**src/sv/pes_pkg.sv**
```systemverilog
// placement error statistics: shared types, codes and constants
// used by pes_iter and placement_error_statistics_top, no dependencies
package pes_pkg;

    localparam int MAX_ITEMS = 4096;

    localparam int IN_DATA_W  = 136;
    localparam int OUT_DATA_W = 136;

    localparam int COORD_MM_W = 15;
    localparam int COORD_UM_W = 25;
    localparam int DIFF_W     = 27;
    localparam int ERR_W      = 26;
    localparam int POS_ERR_W  = 27;
    localparam int ESQ_W      = 52;
    localparam int SUM_W      = 39;
    localparam int SQSUM_W    = 64;
    localparam int COUNT_W    = 13;
    localparam int VAR_W      = 52;

    localparam int ITER_W     = 64;
    localparam int REM_W      = 30;
    localparam int STEP_W     = 7;

    localparam int ROOT_STEPS = ESQ_W / 2;
    localparam int MEAN_STEPS = SUM_W;
    localparam int MSQ_STEPS  = SQSUM_W;

    typedef enum logic
    {
        ITER_DIV,
        ITER_SQRT
    } iter_mode_t;

    typedef struct packed
    {
        logic               start;
        iter_mode_t         mode;
        logic [ITER_W-1:0]  operand;
        logic [COUNT_W-1:0] divisor;
        logic [STEP_W-1:0]  steps;
    } iter_cmd_t;

    typedef struct packed
    {
        logic              done;
        logic [ITER_W-1:0] value;
    } iter_rsp_t;

    typedef enum logic [3:0]
    {
        ST_IDLE,
        ST_SQ_X,
        ST_SQ_Y,
        ST_SQ_Z,
        ST_SQ_ACC,
        ST_ROOT,
        ST_ROOT_WAIT,
        ST_UPDATE,
        ST_MEAN,
        ST_MEAN_WAIT,
        ST_MEAN_SQ,
        ST_MSQ,
        ST_MSQ_WAIT,
        ST_RESULT
    } state_t;

endpackage

```
**src/sv/pes_iter.sv**
```systemverilog
// pes_iter: shared shift-subtract unit, one result bit per cycle
// does restoring division and integer square root; uses pes_pkg
module pes_iter
    import pes_pkg::*;
(
    input  logic      clk,
    input  logic      rst_n,
    input  iter_cmd_t cmd,
    output iter_rsp_t rsp
);

    logic                busy_reg;
    logic                done_reg;
    logic [STEP_W-1:0]   cnt_reg;
    iter_mode_t          mode_reg;
    logic [ITER_W-1:0]   sh_reg;
    logic [REM_W-1:0]    rem_reg;
    logic [ITER_W-1:0]   q_reg;
    logic [COUNT_W-1:0]  div_reg;

    logic [REM_W-1:0]    r2;
    logic [REM_W-1:0]    trial;
    logic [REM_W:0]      diff;
    logic                take;

    always_comb
    begin
        if (mode_reg == ITER_SQRT)
        begin
            r2    = {rem_reg[REM_W-3:0], sh_reg[ITER_W-1 -: 2]};
            trial = {q_reg[REM_W-3:0], 2'b01};
        end
        else
        begin
            r2    = {rem_reg[REM_W-2:0], sh_reg[ITER_W-1]};
            trial = REM_W'(div_reg);
        end
        diff = {1'b0, r2} - {1'b0, trial};
        take = !diff[REM_W];
    end

    always_ff @(posedge clk or negedge rst_n)
    begin
        if (!rst_n)
        begin
            busy_reg <= 1'b0;
            done_reg <= 1'b0;
            cnt_reg  <= '0;
        end
        else
        begin
            done_reg <= 1'b0;
            if (cmd.start)
            begin
                busy_reg <= 1'b1;
                cnt_reg  <= cmd.steps;
            end
            else if (busy_reg)
            begin
                cnt_reg <= cnt_reg - 1'b1;
                if (cnt_reg == STEP_W'(1))
                begin
                    busy_reg <= 1'b0;
                    done_reg <= 1'b1;
                end
            end
        end
    end

    always_ff @(posedge clk)
    begin
        if (cmd.start)
        begin
            mode_reg <= cmd.mode;
            sh_reg   <= cmd.operand;
            div_reg  <= cmd.divisor;
            rem_reg  <= '0;
            q_reg    <= '0;
        end
        else if (busy_reg)
        begin
            rem_reg <= take ? diff[REM_W-1:0] : r2;
            q_reg   <= {q_reg[ITER_W-2:0], take};
            if (mode_reg == ITER_SQRT)
                sh_reg <= {sh_reg[ITER_W-3:0], 2'b00};
            else
                sh_reg <= {sh_reg[ITER_W-2:0], 1'b0};
        end
    end

    assign rsp.done  = done_reg;
    assign rsp.value = q_reg;

endmodule

```
**src/sv/placement_error_statistics_top.sv**
```systemverilog
// placement_error_statistics_top: placement error and running max, mean, variance
// sequencer with one shared multiplier around pes_iter; uses pes_pkg
//
//  port group   dir  fields
//  s_axis       in   tuser: excluded; tdata: planned x, y, top, bottom (mm), built x, y, z (um)
//  m_axis       out  tdata: position_error, max_error, mean_error, error_variance
//
//  an included item runs the square states SQ_X, SQ_Y, SQ_Z and SQ_ACC, then 26 root
//  steps, 39 and 64 divide steps, each pass ending with a done response from pes_iter
//  once the item limit is reached an included item skips both divides, an excluded one goes straight to the result
//  s_axis_tready is high only while no item is in work; a finished result waits in
//  the output register, and a result stalled by m_axis_tready holds off the next one
//  rst_n clears the statistics and m_axis_tvalid and returns the sequencer to idle at once
module placement_error_statistics_top
    import pes_pkg::*;
(
    input  logic                  clk,
    input  logic                  rst_n,
    input  logic                  s_axis_tvalid,
    output logic                  s_axis_tready,
    // excluded
    input  logic                  s_axis_tuser,
    // planned_x_mm, planned_y_mm, planned_top_mm, planned_bottom_mm,
    // built_x_um, built_y_um, built_z_um, zero pad
    input  logic [IN_DATA_W-1:0]  s_axis_tdata,
    output logic                  m_axis_tvalid,
    input  logic                  m_axis_tready,
    // position_error, max_error, mean_error, error_variance, zero pad
    output logic [OUT_DATA_W-1:0] m_axis_tdata
);

    state_t                 state_reg, state_next;
    logic                   excl_reg, excl_next;
    logic [ERR_W-1:0]       ax_reg, ax_next;
    logic [ERR_W-1:0]       ay_reg, ay_next;
    logic [ERR_W-1:0]       az_reg, az_next;
    logic [ESQ_W-1:0]       prod_reg, prod_next;
    logic [ESQ_W-1:0]       esq_reg, esq_next;
    logic [ERR_W-1:0]       err_reg, err_next;
    logic [ERR_W-1:0]       max_reg, max_next;
    logic [SUM_W-1:0]       sum_reg, sum_next;
    logic [SQSUM_W-1:0]     sqsum_reg, sqsum_next;
    logic [COUNT_W-1:0]     count_reg, count_next;
    logic [ERR_W-1:0]       mean_reg, mean_next;
    logic [VAR_W-1:0]       var_reg, var_next;
    logic                   out_valid_reg, out_valid_next;
    logic [OUT_DATA_W-1:0]  out_data_reg, out_data_next;

    logic signed [COORD_MM_W-1:0] px, py, pt, pb;
    logic signed [COORD_UM_W-1:0] bx, by, bz;
    logic signed [COORD_MM_W:0]   zsum;
    logic signed [DIFF_W-1:0]     dx, dy, dz;
    logic [DIFF_W-1:0]            dx_abs, dy_abs, dz_abs;

    logic [ERR_W-1:0]       mul_op;
    logic [ESQ_W-1:0]       mul_prod;
    logic [SUM_W:0]         sum_add;
    logic [SQSUM_W:0]       sqsum_add;
    logic [SQSUM_W-1:0]     var_diff;
    logic [POS_ERR_W-1:0]   pos_err;
    logic                   in_xfer;

    iter_cmd_t              cmd;
    iter_rsp_t              rsp;

    pes_iter u_iter
    (
        .clk   (clk),
        .rst_n (rst_n),
        .cmd   (cmd),
        .rsp   (rsp)
    );

    assign px = s_axis_tdata[14:0];
    assign py = s_axis_tdata[29:15];
    assign pt = s_axis_tdata[44:30];
    assign pb = s_axis_tdata[59:45];
    assign bx = s_axis_tdata[84:60];
    assign by = s_axis_tdata[109:85];
    assign bz = s_axis_tdata[134:110];

    assign s_axis_tready = (state_reg == ST_IDLE);
    assign in_xfer       = s_axis_tvalid && s_axis_tready;
    assign m_axis_tvalid = out_valid_reg;
    assign m_axis_tdata  = out_data_reg;

    always_comb
    begin
        zsum   = (COORD_MM_W+1)'(pt) + (COORD_MM_W+1)'(pb);
        dx     = DIFF_W'(px) * DIFF_W'(1000) - DIFF_W'(bx);
        dy     = DIFF_W'(py) * DIFF_W'(1000) - DIFF_W'(by);
        dz     = DIFF_W'(zsum) * DIFF_W'(500) - DIFF_W'(bz);
        dx_abs = dx[DIFF_W-1] ? DIFF_W'(-dx) : DIFF_W'(dx);
        dy_abs = dy[DIFF_W-1] ? DIFF_W'(-dy) : DIFF_W'(dy);
        dz_abs = dz[DIFF_W-1] ? DIFF_W'(-dz) : DIFF_W'(dz);
    end

    // shared multiplier, squares one operand per cycle
    always_comb
    begin
        case (state_reg)
            ST_SQ_X:    mul_op = ax_reg;
            ST_SQ_Y:    mul_op = ay_reg;
            ST_SQ_Z:    mul_op = az_reg;
            ST_MEAN_SQ: mul_op = mean_reg;
            default:    mul_op = '0;
        endcase
        mul_prod = mul_op * mul_op;
    end

    always_comb
    begin
        state_next     = state_reg;
        excl_next      = excl_reg;
        ax_next        = ax_reg;
        ay_next        = ay_reg;
        az_next        = az_reg;
        prod_next      = prod_reg;
        esq_next       = esq_reg;
        err_next       = err_reg;
        max_next       = max_reg;
        sum_next       = sum_reg;
        sqsum_next     = sqsum_reg;
        count_next     = count_reg;
        mean_next      = mean_reg;
        var_next       = var_reg;
        out_data_next  = out_data_reg;
        out_valid_next = out_valid_reg && !m_axis_tready;

        cmd.start   = 1'b0;
        cmd.mode    = ITER_DIV;
        cmd.operand = '0;
        cmd.divisor = count_reg;
        cmd.steps   = '0;

        sum_add   = {1'b0, sum_reg} + (SUM_W+1)'(err_reg);
        sqsum_add = {1'b0, sqsum_reg} + (SQSUM_W+1)'(esq_reg);
        var_diff  = rsp.value - SQSUM_W'(prod_reg);
        pos_err   = excl_reg ? '1 : POS_ERR_W'(err_reg);

        case (state_reg)
            ST_IDLE:
            begin
                if (in_xfer)
                begin
                    excl_next = s_axis_tuser;
                    ax_next   = dx_abs[ERR_W-1:0];
                    ay_next   = dy_abs[ERR_W-1:0];
                    az_next   = dz_abs[ERR_W-1:0];
                    state_next = s_axis_tuser ? ST_RESULT : ST_SQ_X;
                end
            end
            ST_SQ_X:
            begin
                prod_next  = mul_prod;
                state_next = ST_SQ_Y;
            end
            ST_SQ_Y:
            begin
                prod_next  = mul_prod;
                esq_next   = prod_reg;
                state_next = ST_SQ_Z;
            end
            ST_SQ_Z:
            begin
                prod_next  = mul_prod;
                esq_next   = esq_reg + prod_reg;
                state_next = ST_SQ_ACC;
            end
            ST_SQ_ACC:
            begin
                esq_next   = esq_reg + prod_reg;
                state_next = ST_ROOT;
            end
            ST_ROOT:
            begin
                cmd.start   = 1'b1;
                cmd.mode    = ITER_SQRT;
                cmd.operand = {esq_reg, (ITER_W-ESQ_W)'(0)};
                cmd.steps   = STEP_W'(ROOT_STEPS);
                state_next  = ST_ROOT_WAIT;
            end
            ST_ROOT_WAIT:
            begin
                if (rsp.done)
                begin
                    err_next   = rsp.value[ERR_W-1:0];
                    state_next = ST_UPDATE;
                end
            end
            ST_UPDATE:
            begin
                if (err_reg > max_reg)
                    max_next = err_reg;
                if (count_reg < COUNT_W'(MAX_ITEMS))
                begin
                    count_next = count_reg + 1'b1;
                    sum_next   = sum_add[SUM_W] ? '1 : sum_add[SUM_W-1:0];
                    sqsum_next = sqsum_add[SQSUM_W] ? '1 : sqsum_add[SQSUM_W-1:0];
                    state_next = ST_MEAN;
                end
                else
                begin
                    state_next = ST_RESULT;
                end
            end
            ST_MEAN:
            begin
                cmd.start   = 1'b1;
                cmd.mode    = ITER_DIV;
                cmd.operand = {sum_reg, (ITER_W-SUM_W)'(0)};
                cmd.steps   = STEP_W'(MEAN_STEPS);
                state_next  = ST_MEAN_WAIT;
            end
            ST_MEAN_WAIT:
            begin
                if (rsp.done)
                begin
                    mean_next  = rsp.value[ERR_W-1:0];
                    state_next = ST_MEAN_SQ;
                end
            end
            ST_MEAN_SQ:
            begin
                prod_next  = mul_prod;
                state_next = ST_MSQ;
            end
            ST_MSQ:
            begin
                cmd.start   = 1'b1;
                cmd.mode    = ITER_DIV;
                cmd.operand = sqsum_reg;
                cmd.steps   = STEP_W'(MSQ_STEPS);
                state_next  = ST_MSQ_WAIT;
            end
            ST_MSQ_WAIT:
            begin
                if (rsp.done)
                begin
                    if (rsp.value > SQSUM_W'(prod_reg))
                        var_next = (|var_diff[SQSUM_W-1:VAR_W]) ? '1 : var_diff[VAR_W-1:0];
                    else
                        var_next = '0;
                    state_next = ST_RESULT;
                end
            end
            ST_RESULT:
            begin
                if (!out_valid_reg || m_axis_tready)
                begin
                    out_valid_next = 1'b1;
                    out_data_next  = {(OUT_DATA_W-POS_ERR_W-2*ERR_W-VAR_W)'(0),
                                      var_reg, mean_reg, max_reg, pos_err};
                    state_next     = ST_IDLE;
                end
            end
            default:
            begin
                state_next = ST_IDLE;
            end
        endcase
    end

    always_ff @(posedge clk or negedge rst_n)
    begin
        if (!rst_n)
        begin
            state_reg     <= ST_IDLE;
            out_valid_reg <= 1'b0;
            max_reg       <= '0;
            sum_reg       <= '0;
            sqsum_reg     <= '0;
            count_reg     <= '0;
            mean_reg      <= '0;
            var_reg       <= '0;
        end
        else
        begin
            state_reg     <= state_next;
            out_valid_reg <= out_valid_next;
            max_reg       <= max_next;
            sum_reg       <= sum_next;
            sqsum_reg     <= sqsum_next;
            count_reg     <= count_next;
            mean_reg      <= mean_next;
            var_reg       <= var_next;
        end
    end

    always_ff @(posedge clk)
    begin
        excl_reg     <= excl_next;
        ax_reg       <= ax_next;
        ay_reg       <= ay_next;
        az_reg       <= az_next;
        prod_reg     <= prod_next;
        esq_reg      <= esq_next;
        err_reg      <= err_next;
        out_data_reg <= out_data_next;
    end

    // shared unit only finishes while the sequencer waits for it
    a_done_in_wait: assert property (@(posedge clk) disable iff (!rst_n)
        rsp.done |-> (state_reg == ST_ROOT_WAIT || state_reg == ST_MEAN_WAIT ||
                      state_reg == ST_MSQ_WAIT))
        else $error("shared unit finished outside a wait state");

    a_count_limit: assert property (@(posedge clk) disable iff (!rst_n)
        count_reg <= COUNT_W'(MAX_ITEMS))
        else $error("included count beyond item limit");

    a_mean_le_max: assert property (@(posedge clk) disable iff (!rst_n)
        (state_reg == ST_IDLE) |-> (mean_reg <= max_reg))
        else $error("mean above maximum");

    a_included_starts: assert property (@(posedge clk) disable iff (!rst_n)
        (in_xfer && !s_axis_tuser) |=> (state_reg == ST_SQ_X))
        else $error("included item did not start the square pass");

endmodule
```
**config.mk**
```make
export PLATFORM = sky130hd
export DESIGN_NAME = placement_error_statistics_top
export DESIGN_NICKNAME = d
export VERILOG_FILES = /design/src/sv/pes_pkg.sv /design/src/sv/pes_iter.sv /design/src/sv/placement_error_statistics_top.sv
export SDC_FILE = /design/constraint.sdc
export NUM_CORES = 2
export LEC_CHECK = 0
export BUFFER_PORTS_ARGS = -buffer_cell sky130_fd_sc_hd__clkbuf_2
export CAP_MARGIN = 20
export CORE_ASPECT_RATIO = 0.8
export CORE_MARGIN = 8
export CORE_UTILIZATION = 50
export CTS_CLUSTER_DIAMETER = 60
export DETAILED_ROUTE_END_ITERATION = 16
export PLACE_DENSITY = 0.73
export SETUP_SLACK_MARGIN = 0.1
export SLEW_MARGIN = 25
export SYNTH_ARGS = -nofsm -noshare
export SYNTH_HDL_FRONTEND = slang
export SYNTH_SLANG_ARGS = --single-unit
```
**constraint.sdc**
```tcl
create_clock -name clk -period 9.8 [get_ports clk]
set_input_delay 1.47 -clock clk [delete_from_list [all_inputs] [get_ports clk]]
set_output_delay 1.47 -clock clk [all_outputs]
set_load 0.02 [all_outputs]
```
; ---- Yosys cells after proc, flatten, opt, wreduce, memory -nomap -nowiden
; Index checks and enable logic that the tools add are counted.
[totals]
reg_bits = 745
word_cells = 121
output_inout_bits = 138
[op_classes]
addsub = 14
multipliers = 4
n_eq_ne = 19
muxes = 36
n_lt_le_gt_ge = 3
reduce_logical = 20
[ops]
columns = operator, count
row1 = 2-to-1 mux 64 bit, 4
row2 = case mux 66 bit (3 select lines), 1
row3 = 2-to-1 mux 52 bit, 2
row4 = case mux 26 bit (4 select lines), 1
row5 = case mux 52 bit (2 select lines), 1
row6 = subtractor 26 x 25 -> 27 bit, 3
row7 = 2-to-1 mux 26 bit, 3
row8 = negator 26 bit, 3
row9 = adder 64 x 52 -> 65 bit, 1
row10 = greater-than comparator 64 x 52 -> 1 bit, 1
row11 = subtractor 64 x 52 -> 64 bit, 1
row12 = 2-to-1 mux 30 bit, 2
row13 = case mux 4 bit (14 select lines), 1
row14 = adder 52 bit, 1
row15 = multiplier 26 x 26 -> 52 bit, 1
row16 = "multiplier 15 x 8 -> 23 bit, second input constant", 2
row17 = adder 39 x 26 -> 40 bit, 1
row18 = 2-to-1 mux 39 bit, 1
row19 = subtractor 30 x 30 -> 31 bit, 1
row20 = 2-to-1 mux 29 bit, 1
row21 = 2-to-1 mux 27 bit, 1
row22 = greater-than comparator 26 bit, 1
row23 = "== test 4 bit, second input constant", 6
row24 = "multiplier 16 x 8 -> 24 bit, second input constant", 1
row25 = other kinds (25), 55

; ---- Longest topological paths before layout
[depth]
ltp_word = 5
mapped_depth = 38
depth_no_buf = 36

; ---- Modules after synthesis
; From an unflattened synthesis, not the netlist that was laid out.
[hier_totals]
hier_cells = 7930
hier_area_um2 = 74352.6
[by_module_without_submodules]
columns = mod, cells_per_inst, instances, area_each_um2, seq_area_each_um2
row1 = placement_error_statistics_top, 6966, 1, 64839.7, 15810.2
row2 = pes_iter, 964, 1, 9512.9, 4429.2

; ---- Least setup slack after synthesis
; Ideal clock, no wire load.
[synth_timing]
path_kind = input to register
startpoint = input m_axis_tready
endpoint = register out_data_reg[0] (netlist: m_axis_tdata[0]), enable pin
n_path_buf = 0
setup_slack_ps = -1374
cell_stages = 2
arrival_ps = 10391
t_required_ps = 9017
path_cell_list = nor2b_1 -> nor3_1
[synth_between]
elab_chain_len = 2
[synth_rtl]
columns = element, line_no
row1 = from (decl), placement_error_statistics_top.sv:27  ; input logic m_axis_tready,
row2 = logical OR 1 bit, placement_error_statistics_top.sv:249  ; if (!out_valid_reg || m_axis_tready)
row3 = AND reduction 2 bit (no line), --
row4 = to (signal assigned), placement_error_statistics_top.sv:299  ; out_data_reg <= out_data_next;
row5 = to (decl), placement_error_statistics_top.sv:47  ; logic [OUT_DATA_W-1:0] out_data_reg, out_data_next;
; No other way between the ends.
; A chain may end at the register's enable or synchronous reset.

; ---- Worst setup path after layout
[layout_timing]
startpoint = register state_reg[2]
endpoint = register prod_reg[48], data pin
[layout_between]
elab_chain_len = 3
[layout_rtl]
columns = element, line_no
row1 = from (decl), placement_error_statistics_top.sv:32  ; state_t state_reg, state_next;
row2 = from (signal assigned), placement_error_statistics_top.sv:279  ; state_reg <= state_next;
row3 = == test 4 bit (tied with other cells), placement_error_statistics_top.sv:101  ; case (state_reg)
row4 = case mux 26 bit (4 select lines) (*), placement_error_statistics_top.sv:101
row5 = multiplier 26 x 26 -> 52 bit (*), placement_error_statistics_top.sv:108  ; mul_prod = mul_op * mul_op;
row6 = via mul_prod[48], placement_error_statistics_top.sv:56  ; logic [ESQ_W-1:0] mul_prod;
row7 = to (signal assigned), placement_error_statistics_top.sv:296  ; prod_reg <= prod_next;
row8 = to (decl), placement_error_statistics_top.sv:37  ; logic [ESQ_W-1:0] prod_reg, prod_next;
; The timed path passes the listed nets; every way through them passes the cells marked *.

==> impl_metrics.json <==
{
  "status": "finished, final reports clean",
  "path_class": "reg2reg",
  "end_kind": "flip-flop",
  "grt_start_max_net_pins": 104,
  "start_util": 0.503,
  "dr_total_vias": 58600,
  "dpl.hpwl_um": 172000,
  "crit_path_start_kind": "flip-flop",
  "relSlewSlack": 0.282,
  "cts_buffer_depth": 3,
  "die_y_um": 360,
  "synth_cells": 7763,
  "die_width_um": 446,
  "slowest_delay_ps": 570,
  "drt-pass1-iter-count": 10,
  "gp_congestion": 0.985,
  "cts_root_buffer": "clkbuf_16",
  "synth_top_area_frac": 0.183,
  "io_buffers": 272,
  "critPathArrivalTime_ps": 9820,
  "place_inst": 9901,
  "cts_tree": "built",
  "synthDistinctLibCells": 101,
  "final_cell_mix": "1,105 x inv_1, 678 x ha_1, 676 x fa_1",
  "cts_hold_buf": 0,
  "io_pins": 279,
  "hold_class": "reg2reg",
  "cts_htree_levels": 3,
  "final_common_cell": "inv_1",
  "synth_ff_type": "edfxtp_1",
  "wire_per_inst_um": 21.4,
  "min_period_ps": 9370,
  "worst_slew_pin_slew_ps": 1080,
  "synth_top_area_cell": "fa_1",
  "place_area_mm2": 0.0781,
  "clock-sinks": 744,
  "clock_latency_ps": 710,
  "core_area_mm2": 0.147,
  "critPathSlowestCell": "and2_1",
  "cap_viol_max_count": 0,
  "yosys_warnings": 0,
  "route.detailed.vias_per_inst": 5.81,
  "cp_max_fo": 10,
  "setup_viol": 0,
  "finalCritPeriodShare": 0.956,
  "hold_violations": 0,
  "synth_edf_count": 417,
  "grt_pass1_wl_um": 333000,
  "nets": 9523,
  "synth_area_leaders": "fa_1 18%, edfxtp_1 17%, ha_1 11%",
  "overflow": 0,
  "drcViolationCount": 0,
  "grt_usage": 0.261,
  "ys_seq_area_frac": 0.273,
  "netlist_area_mm2": 0.0740,
  "fmax_ghz": 0.107,
  "worst_ep_required_time_ps": 10250,
  "antenna_found_initial": 6,
  "syn_area_per_cell_um2": 9.54,
  "cts.reportedPaths.clkPinSlew_ps": 60,
  "finalClockSkew_ps": 40.0,
  "postRouteAntennaNets": 0,
  "wl_um": 216000,
  "drv_slew": 0,
  "rsz0062_at_grt": "false",
  "largest_reg_flops": 131,
  "cp_common_cell": "fa_1",
  "async_flop_share": 0.315,
  "stdcell_count": 10100,
  "grt_pass1_vias": 58300,
  "stdcell_area_mm2": 0.0815,
  "drive_above_1_share": 0.0996,
  "area_growth_pct": 10.0,
  "std_cell_rows": 126,
  "drt_iter0_drc": 5264,
  "synth-seq-cells": 744,
  "numCtsBuffers": 90,
  "whs_ps": 441,
  "dieArea_mm2": 0.161
}
[cell usage after synthesis (all sizes together) (13+ instances only)]
master,instances
o31a,13
a211oi,117
mux2,89
a22oi,68
o211ai,17
clkbuf,238
mux2i,129
a222oi,39
nor3,107
and3,53
or3,38
nand2b,63
nor2,569
a211o,18
and4,15
a21oi,472
a31oi,124
a21o,161
o31ai,32
o22a,45
nand2,557
fa,676
inv,1112
dfxtp,93
a21boi,22
o21bai,67
and2,60
o21a,64
nand3,100
xor2,157
a31o,15
o21ai,325
buf,36
nor4,17
xnor2,316
nand4,52
dfrtp,234
or2,49
a41oi,14
ha,678
edfxtp,417
nor2b,97
[layout make-up]
type / count / area (µm²)
multi-input combinational: 5628 / 48700
timing repair buffer: 443 / 2720
antenna: 4 / 10.0
fill: 13000 / 65800
tap: 1984 / 2480
inverter: 1121 / 4240
sequential: 744 / 20200
clock inverter: 52 / 582
clock buffer: 117 / 2470
[routing by layer]
layer / vias up / wire length, µm / global-route usage
met4: 0 / 11200 / 0.115
met2: 2265 / 96300 / 0.412
li1: 27200 / - / -
met1: 28700 / 89900 / 0.351
met3: 459 / 18400 / 0.0506
met5: - / 0 / 0
[worst paths after layout]
kind / startpoint / slack (ps) / cells after the start / endpoint
worst max register to register: state_reg[2] / 430 / 29 / prod_reg[48]
min in group asynchronous: rst_n / 710 / 1 / sum_reg[37]
worst max-delay path: state_reg[2] / 430 / 29 / prod_reg[48]
worst min register to register: max_reg[1] / 440 / 0 / m_axis_tdata[28]
max in group asynchronous: rst_n / 7150 / 3 / count_reg[8]
worst min-delay path: max_reg[1] / 440 / 0 / m_axis_tdata[28]
[kinds of logic (layout without fill, tap and decap cells)]
kind of cell / Yosys count / count (layout) / share of synthesized area
AOI/OAI and AO/OA: 1751 / 1751 / 0.155
xor gates and xnor gates: 473 / 473 / 0.0560
adders and majority gates: 1356 / 1356 / 0.298
buffers and inverters: 1395 / 1733 / 0.0713
DFF: 744 / 744 / 0.273
muxes: 218 / 218 / 0.0310
other: 1 / 9 / 0.0000507
and+or+nand+nor: 1825 / 1825 / 0.115
[what timing repair did]
action,CTS,global route
endpoints found under the setup margin,0,17
resized for setup,0,15
setup buffers,0,17
[per-stage QoR]
stage | util | setup TNS (ps) | worst slack [ps]
6_report | 0.553 | 0 | 428
5_1_grt | 0.553 | 0 | 97.1
4_1_cts | 0.551 | 0 | 184
3_5_place_dp | 0.531 | -114 | -34.4
3_3_place_gp | 0.531 | 0 | 97.3
2_1_floorplan | - | 0 | 320
[critical path, delay by kind of cell, from the launching register on]
kind | cells | cell delay (ps)
fa+ha+maj | 8 | 3950
simple gates | 7 | 1870
compound gates | 6 | 1620
buf+inv | 7 | 970
flops | 1 | 550
xor+xnor | 1 | 130
Power is left out: the tool's default activity adds up to more than one toggle a clock period on the data nets, which glitch-free logic cannot reach.
